--- src/hdl/kfat_pkg.sv ---
package kfat_pkg;

    localparam int MAX_ENTRIES = 16;
    localparam int IDX_W       = (MAX_ENTRIES > 1) ? $clog2(MAX_ENTRIES) : 1;
    localparam int CNT_W       = $clog2(MAX_ENTRIES + 1);
    localparam int CMD_W       = 2;
    localparam int STAT_W      = 3;
    localparam int DT_W        = 17;
    localparam int ACT_W       = 5;

    // Q1.16 step of exactly 1.0
    localparam logic [DT_W-1:0] DT_MAX = 17'd65536;

    typedef enum logic [CMD_W-1:0] {
        CMD_APPLY = 2'd0,
        CMD_CLEAR = 2'd1,
        CMD_INTEG = 2'd2
    } cmd_t;

    typedef enum logic [STAT_W-1:0] {
        STS_OK       = 3'd0,
        STS_INVALID  = 3'd1,
        STS_BAD_BODY = 3'd2,
        STS_STATIC   = 3'd3,
        STS_UNKNOWN  = 3'd4,
        STS_FULL     = 3'd5,
        STS_OVERFLOW = 3'd6
    } status_t;

    typedef enum logic [1:0] {
        TBL_NONE,
        TBL_WRITE,
        TBL_ALLOC,
        TBL_FREE
    } tbl_op_t;

    typedef struct packed {
        tbl_op_t          op;
        logic [IDX_W-1:0] idx;
        logic [31:0]      key;
        logic [31:0]      fx;
        logic [31:0]      fz;
    } tbl_wr_t;

    typedef struct packed {
        logic             hit;
        logic             free_ok;
        logic [IDX_W-1:0] hit_idx;
        logic [IDX_W-1:0] free_idx;
        logic [CNT_W-1:0] count_next;
    } tbl_stat_t;

    typedef enum logic [2:0] {
        S_IDLE,
        S_LOOK,
        S_SEL,
        S_MUL1,
        S_MUL2,
        S_ADD,
        S_COMMIT
    } state_t;

    typedef struct packed {
        logic capture;
        logic look;
        logic sel;
        logic mul1;
        logic mul2;
        logic add;
        logic commit;
    } ctl_cmd_t;

    typedef struct packed {
        logic need_mul;
    } dp_stat_t;

    // encode a one-hot (or empty) vector; bits are ORed, no priority chain
    function automatic logic [IDX_W-1:0] onehot_idx(input logic [MAX_ENTRIES-1:0] oh);
        logic [IDX_W-1:0] r;
        r = '0;
        for (int i = 0; i < MAX_ENTRIES; i++) begin
            if (oh[i])
            begin
                r = r | IDX_W'(i);
            end
        end
        return r;
    endfunction

endpackage

--- src/hdl/kfat_ctrl.sv ---
module kfat_ctrl (
    input  logic               clk,
    input  logic               rst_n,
    input  logic               start,
    input  kfat_pkg::dp_stat_t dstat,
    output kfat_pkg::ctl_cmd_t ctl,
    output logic               busy
);
    import kfat_pkg::*;

    state_t state_reg;
    state_t state_next;

    always_ff @(posedge clk or negedge rst_n)
    begin
        if (!rst_n)
        begin
            state_reg <= S_IDLE;
        end
        else
        begin
            state_reg <= state_next;
        end
    end

    always_comb
    begin
        state_next = state_reg;
        ctl        = '0;
        case (state_reg)
            S_IDLE:
            begin
                if (start)
                begin
                    ctl.capture = 1'b1;
                    state_next  = S_LOOK;
                end
            end
            S_LOOK:
            begin
                ctl.look   = 1'b1;
                state_next = S_SEL;
            end
            S_SEL:
            begin
                ctl.sel    = 1'b1;
                state_next = dstat.need_mul ? S_MUL1 : S_COMMIT;
            end
            S_MUL1:
            begin
                ctl.mul1   = 1'b1;
                state_next = S_MUL2;
            end
            S_MUL2:
            begin
                ctl.mul2   = 1'b1;
                state_next = S_ADD;
            end
            S_ADD:
            begin
                ctl.add    = 1'b1;
                state_next = S_COMMIT;
            end
            S_COMMIT:
            begin
                ctl.commit = 1'b1;
                state_next = S_IDLE;
            end
            default:
            begin
                state_next = S_IDLE;
            end
        endcase
    end

    assign busy = (state_reg != S_IDLE);

endmodule

--- config.mk ---
export PLATFORM = sky130hd
export DESIGN_NAME = kfat_ctrl
export DESIGN_NICKNAME = d
export VERILOG_FILES = /design/src/hdl/kfat_pkg.sv /design/src/hdl/kfat_ctrl.sv
export SDC_FILE = /design/constraint.sdc
export NUM_CORES = 1
export LEC_CHECK = 0
export BUFFER_PORTS_ARGS = -buffer_cell sky130_fd_sc_hd__clkbuf_2
export CORE_AREA = 2 2 39 41
export DETAILED_ROUTE_END_ITERATION = 7
export DIE_AREA = 0 0 41 43
export GPL_ROUTABILITY_DRIVEN = 0
export PLACE_DENSITY_LB_ADDON = 0.25
export SLEW_MARGIN = 25
export SYNTH_ARGS = -nofsm -noshare
export SYNTH_HDL_FRONTEND = slang
export SYNTH_SLANG_ARGS = --single-unit
--- constraint.sdc ---
create_clock -name clk -period 1.8 [get_ports clk]
set_input_delay 0.27 -clock clk [delete_from_list [all_inputs] [get_ports clk]]
set_output_delay 0.27 -clock clk [all_outputs]
set_load 0.02 [all_outputs]
Yosys cells after proc, flatten, opt, wreduce, memory -nomap -nowiden. Index checks and enable logic that the tools add are counted.

Bits in registers: 3. Bits of input ports: 4. Output and inout bits: 8. Logic and storage cells: 21.

Equal/unequal tests: 7. Multiplexer cells: 11. Reduce and logical (&&, ||, !) cells: 2.

Operator list (number): 3-bit one-hot mux with 6 select lines (1); 3-bit equality test (second input constant) (3); 1-bit 2-to-1 mux (8); 3-bit by 2-bit equality test with 1-bit output (second input constant) (2); 3-bit 2-to-1 mux (2); 3-bit by 1-bit equality test with 1-bit output (second input constant) (1); 3-bit zero test (1); 3-bit nonzero test (1); 2-bit != test (second input constant) (1).

Logic depth before layout (Yosys ltp). Gate-level depths: netlist of run 1.

Word-level depth: 2. Gate-level depth with buffers: 2. Depth with buffers taken out: 2.

Worst setup path after synthesis of run 1. Ideal clock, no wire load.

Path kind: flip-flop to output port. Start: reg state_reg[1]. End: out ctl[6] (netlist bit). Data arrival time: 1.070 ns. Data required time: 1.530 ns. Setup slack: 0.460 ns. Cell stages (with the launch flop): 3. Path buffers: 0. Path through: dfrtp_1 -> or3_4 -> nor2_2.

RTL lines: start: declaration (RTL line kfat_ctrl.sv:11) `state_t state_reg;`; start signal: assignment (RTL line kfat_ctrl.sv:22) `state_reg <= state_next;`; end: declaration (RTL line kfat_ctrl.sv:6) `output kfat_pkg::ctl_cmd_t ctl,`.

==> results.toml, run 1 <==
[floorplanning]
die_h_um = 43
start_util_pct = 13.38
die-area_mm2 = 0.001763
die_w_um = 41
std_cell_rows = 14
core_mm2 = 0.001384
pin_count = 12

[clock_tree]
cts_sinks = 3
cts_tree = "yes"
clkTransAtPathRegs_ns = 0.04
cts_root_buf = "clkbuf_4"
clockBufferDepth = 2
post_cts_resized = 0
htreeDepth = 1
cts_made_buffers = 3
clkLatencyLatePin_ns = 0.23

[yosys]
synth-async-reset-ratio_pct = 100.0
synth-edff-count = 0
synth-warning-count = 0
synth_area_leaders = "dfrtp_1, nand2b_1, nor2_1"
ys_seq_area_share_pct = 40.54
synth.net_count = 26
synth_common_cells = "dfrtp_1, nand2b_1, nor2_1"
synth_top_area_share_pct = 40.54
syn_area_um2 = 185.2
avgSynthCellArea_um2 = 8.417
ys.flop_type = "dfrtp_1"
syn_inst = 22
yosysTopAreaCell = "dfrtp_1"
yosysUniqueCellTypes = 15
ys_ff_latch = 3

[placed_design]
port_buffers = 11
hpwl_um = 326.3
dpl_worst_slack_ns = 0.4390

[setup_path]
critPathArrivalTime_ns = 1.33
worstSetupPathType = "flop to output port"
crit_fanout = 9
crit_required_ns = 1.53
cp-start-kind = "flop"
endpoint_kind = "output port"

[sta]
timing.fmax_mhz = 624.7
slew_viol_final = 0
tns_ns = 0
rsz0062_at_grt = "no"
fin_crit_ns = 1.601
finalCritPeriodShare_pct = 88.93
holdWs_ns = 0.2985
maxSlewHeadroom_pct = 83.12
final_hold_viol_count = 0
tightest_slew_ns = 0.2532
setup_ws_ns = 0.1993
finClkSkew_ns = 0.002704
setup_viol = 0

[cells_and_area]
layout-drive-gt1-share_pct = 44.74
fin_nets = 43
antenna_cells = 0
fill_cells = 168
fin_util_pct = 21.43
largest_reg_flops = 3
area_delta_synth_final_pct = 60.13

[global_route]
antenna_found_initial = 0
grt_max_degree = 10
grt_pass1_vias = 204
grt.overflow.total = 0
grt_use_total_pct = 6.740
grt_pass1_wl_um = 745

[power]
total_power_mw = 0.5726
powerDensity_mw_per_mm2 = 1931
ir_drop_mv = 0.4599
p_leak_nw = 0.1508

[route]
highest_layer = "met3"
ant_nets = 0
drcViolationCount = 0
met1_length_um = 209
wirelength_um = 428
vias_per_cell = 3.630
wl_per_cell_um = 7.926
num_vias = 196
dr_wl_met3_um = 44
drt_pass1_iterations = 2
dr_wl_met2_um = 174
drtIter0Drc = 4

[min_path]
hp-class = "input pin to flop"

[flow_run]
cap_violations = 0

[status]
outcome = "completed"
[worst paths after layout]
kind,from,to,slack [ns],cells past startpoint
worst max register to register,state_reg[2]$_DFFE_PN0P_,state_reg[2]$_DFFE_PN0P_,0.94,2
worst min register to register,state_reg[0]$_DFFE_PN0P_,state_reg[0]$_DFFE_PN0P_,0.59,1
min in group asynchronous,rst_n,state_reg[0]$_DFFE_PN0P_,0.37,2
worst max-delay path,state_reg[1]$_DFFE_PN0P_,ctl[6],0.20,3
max in group asynchronous,rst_n,state_reg[1]$_DFFE_PN0P_,1.32,2
worst min-delay path,dstat,state_reg[0]$_DFFE_PN0P_,0.30,3
[power by group]
group / internal (mW) / leakage, nW / switching (mW)
logic: 0.122 / 0.0984 / 0.171
clock network: 0.0829 / 0.0150 / 0.0329
registers: 0.100 / 0.0374 / 0.0628
total: 0.306 / 0.151 / 0.267
[per-layer routing]
metal	vias up	track usage (%)
met5	-	0
li1	106	-
met2	10	8.125
met1	80	8.414
met3	0	1.571
met4	0	8.000
[final cells by class]
class	count	area (um^2)	share of cell area [%]
multi-input cells	17	102.6	34.60
flip-flops and latches	3	75.07	25.32
clock buffers	4	26.28	8.861
inverters	2	7.507	2.532
repair buffers	12	65.06	21.94
well taps	16	20.02	6.751
[metrics by stage]
stage / cell area, um^2 / instances
final: 296.5 / 54
after global placement: 260.3 / 49
after floorplan: 185.2 / 22
after global routing: 296.5 / 54
after detailed placement: 260.3 / 49
after CTS: 296.5 / 54
[placed cells by master, fill, tap and decap left out, drive strengths merged]
master / count
nor2: 4
or3: 1
nor3: 1
clkbuf: 15
dfrtp: 3
nor3b: 1
nor2b: 1
nand2b: 3
inv: 2
o21ai: 2
a21oi: 1
o21bai: 1
dlygate4sd3: 1
and3: 1
nand3b: 1
[worst max-delay path: stages, from the launching register on]
cell,delay [ns]
dfrtp_1,0.44
or3_4,0.42
nor2_2,0.08
clkbuf_2,0.16
[logic make-up (layout without fill, tap and decap cells)]
logic type | Yosys count | in the layout | share of synthesized area (%)
AND/OR/NAND/NOR | 13 | 13 | 43.25
AO/OA/AOI/OAI | 4 | 4 | 12.16
flip-flops | 3 | 3 | 40.54
buffers and inverters | 2 | 18 | 4.050
[what timing repair did]
| item | CTS | global route |
|---|---|---|
| hold buffers | 1 | 0 |
| setup buffers | 0 | 0 |
| hold endpoints to repair | 3 | 0 |
Power figures use the tool's default switching activity.
==> run 2: changes to the inputs <==
Settings changed: CAP_MARGIN set to 20, PLACE_DENSITY set to 0.41, PLACE_DENSITY_LB_ADDON 0.25 to not set.
==> results.toml, run 2 (synthesis gave the netlist of run 1 again) <==
[sta]
timing.fmax_mhz = 627.1
rsz0062_at_grt = "no"
maxSlewHeadroom_pct = 83.45
finalCritPeriodShare_pct = 88.59
finClkSkew_ns = 0.0008098
tns_ns = 0
slew_viol_final = 0
tightest_slew_ns = 0.2482
final_hold_viol_count = 0
fin_crit_ns = 1.595
holdWs_ns = 0.3075
setup_viol = 0

[floorplanning]
core_mm2 = 0.001384
start_util_pct = 13.38
die_w_um = 41
die_h_um = 43
die-area_mm2 = 0.001763
std_cell_rows = 14
pin_count = 12

[cells_and_area]
fin_util_pct = 21.43
largest_reg_flops = 3
fill_cells = 164
multiInputGateArea_um2 = 102.6
layout-drive-gt1-share_pct = 44.74
antenna_cells = 0
stdcell_area_um2 = 296.5
final_cell_mix = "clkbuf_2, nand2b_1, nor2_1, clkbuf_4, dfrtp_1"
regArea_um2 = 75.07
final_common_cell = "clkbuf_2"
fin_nets = 43
area_delta_synth_final_pct = 60.13

[setup_path]
crit_required_ns = 1.53
rr_worst_depth = 2
crit_fanout = 9
worstReg2RegEnd = "state_reg[2]$_DFFE_PN0P_"
critPathArrivalTime_ns = 1.32
cp-start-kind = "flop"
worstSetupPathType = "flop to output port"
timing.rr.start = "state_reg[2]$_DFFE_PN0P_"
startpoint = "state_reg[0]$_DFFE_PN0P_"
r2r_slack_ns = 0.93
crit_path_end = "ctl[6]"
endpoint_kind = "output port"

[route]
num_vias = 199
drtIter0Drc = 8
vias_per_cell = 3.685
drt_pass1_iterations = 4
wirelength_um = 452
ant_nets = 0
wl_per_cell_um = 8.370
drcViolationCount = 0

[status]
outcome = "completed"

[power]
ir_drop_mv = 0.4608
p_leak_nw = 0.1508
powerDensity_mw_per_mm2 = 1941

[clock_tree]
clkLatencyLatePin_ns = 0.23
post_cts_resized = 0
cts_sinks = 3
cts_tree = "yes"
clkTransAtPathRegs_ns = 0.04
htreeDepth = 1
clockBufferDepth = 2
cts_root_buf = "clkbuf_4"
cts_made_buffers = 3
postCtsSetupBuffers = 0

[global_route]
grt_use_total_pct = 6.143
grt_pass1_vias = 160
grt_pass1_wl_um = 676
grt.overflow.total = 0
grt_max_degree = 10
antenna_found_initial = 0

[placed_design]
hpwl_um = 353.6
port_buffers = 11
dpl_cell_area_um2 = 260.3

[flow_run]
cap_violations = 0

[min_path]
hp-class = "input pin to flop"
-- run 2: cell type report --
type | instances | share of cell area (%)
Multi-Input combinational cell | 17 | 34.60
Sequential cell | 3 | 25.32
Timing Repair Buffer | 12 | 21.94
Clock buffer | 4 | 8.861
Tap cell | 16 | 6.751
Inverter | 2 | 2.532
-- run 2: worst min-delay path by stage --
stage | start | endpoint | slack [ns] | cells after the start
final | dstat | state_reg[0]$_DFFE_PN0P_ | 0.31 | 3
after floorplan | rst_n | state_reg[0]$_DFFE_PN0P_ | -0.03 | 0
after CTS | dstat | state_reg[0]$_DFFE_PN0P_ | 0.30 | 3
after global placement | rst_n | state_reg[2]$_DFFE_PN0P_ | 0.07 | 1
after detailed placement | rst_n | state_reg[1]$_DFFE_PN0P_ | 0.07 | 1
after global routing | dstat | state_reg[0]$_DFFE_PN0P_ | 0.32 | 3
-- run 2: through the flow --
step,setup WS (ns),power [mW],cells
floorplan,0.4603,0.3648,22
global placement,0.4411,0.4620,49
detailed placement,0.4371,0.4630,49
CTS,0.1833,0.5878,54
global route,0.09872,0.6386,54
finish,0.2054,0.5757,54
-- run 2: routing by layer --
metal	GRT usage (%)	wire length, um
met1	9.091	237
met2	5.625	149
met3	3.141	65
met4	6.000	0
met5	0	0
-- run 2: critical path, cell delays in order, from the launching register on --
cell      delay, ns
dfrtp_1        0.45
or3_4          0.40
nor2_2         0.08
clkbuf_2       0.16
-- run 2: repair_timing --
item | 4_1_cts | 5_1_grt
hold buffers | 1 | 0
setup endpoints to repair | 0 | 0
hold endpoints to repair | 3 | 0
-- run 2: where the power goes --
group | switching (mW) | internal (mW)
clock network | 0.0338 | 0.0830
registers | 0.0593 | 0.100
logic | 0.177 | 0.123
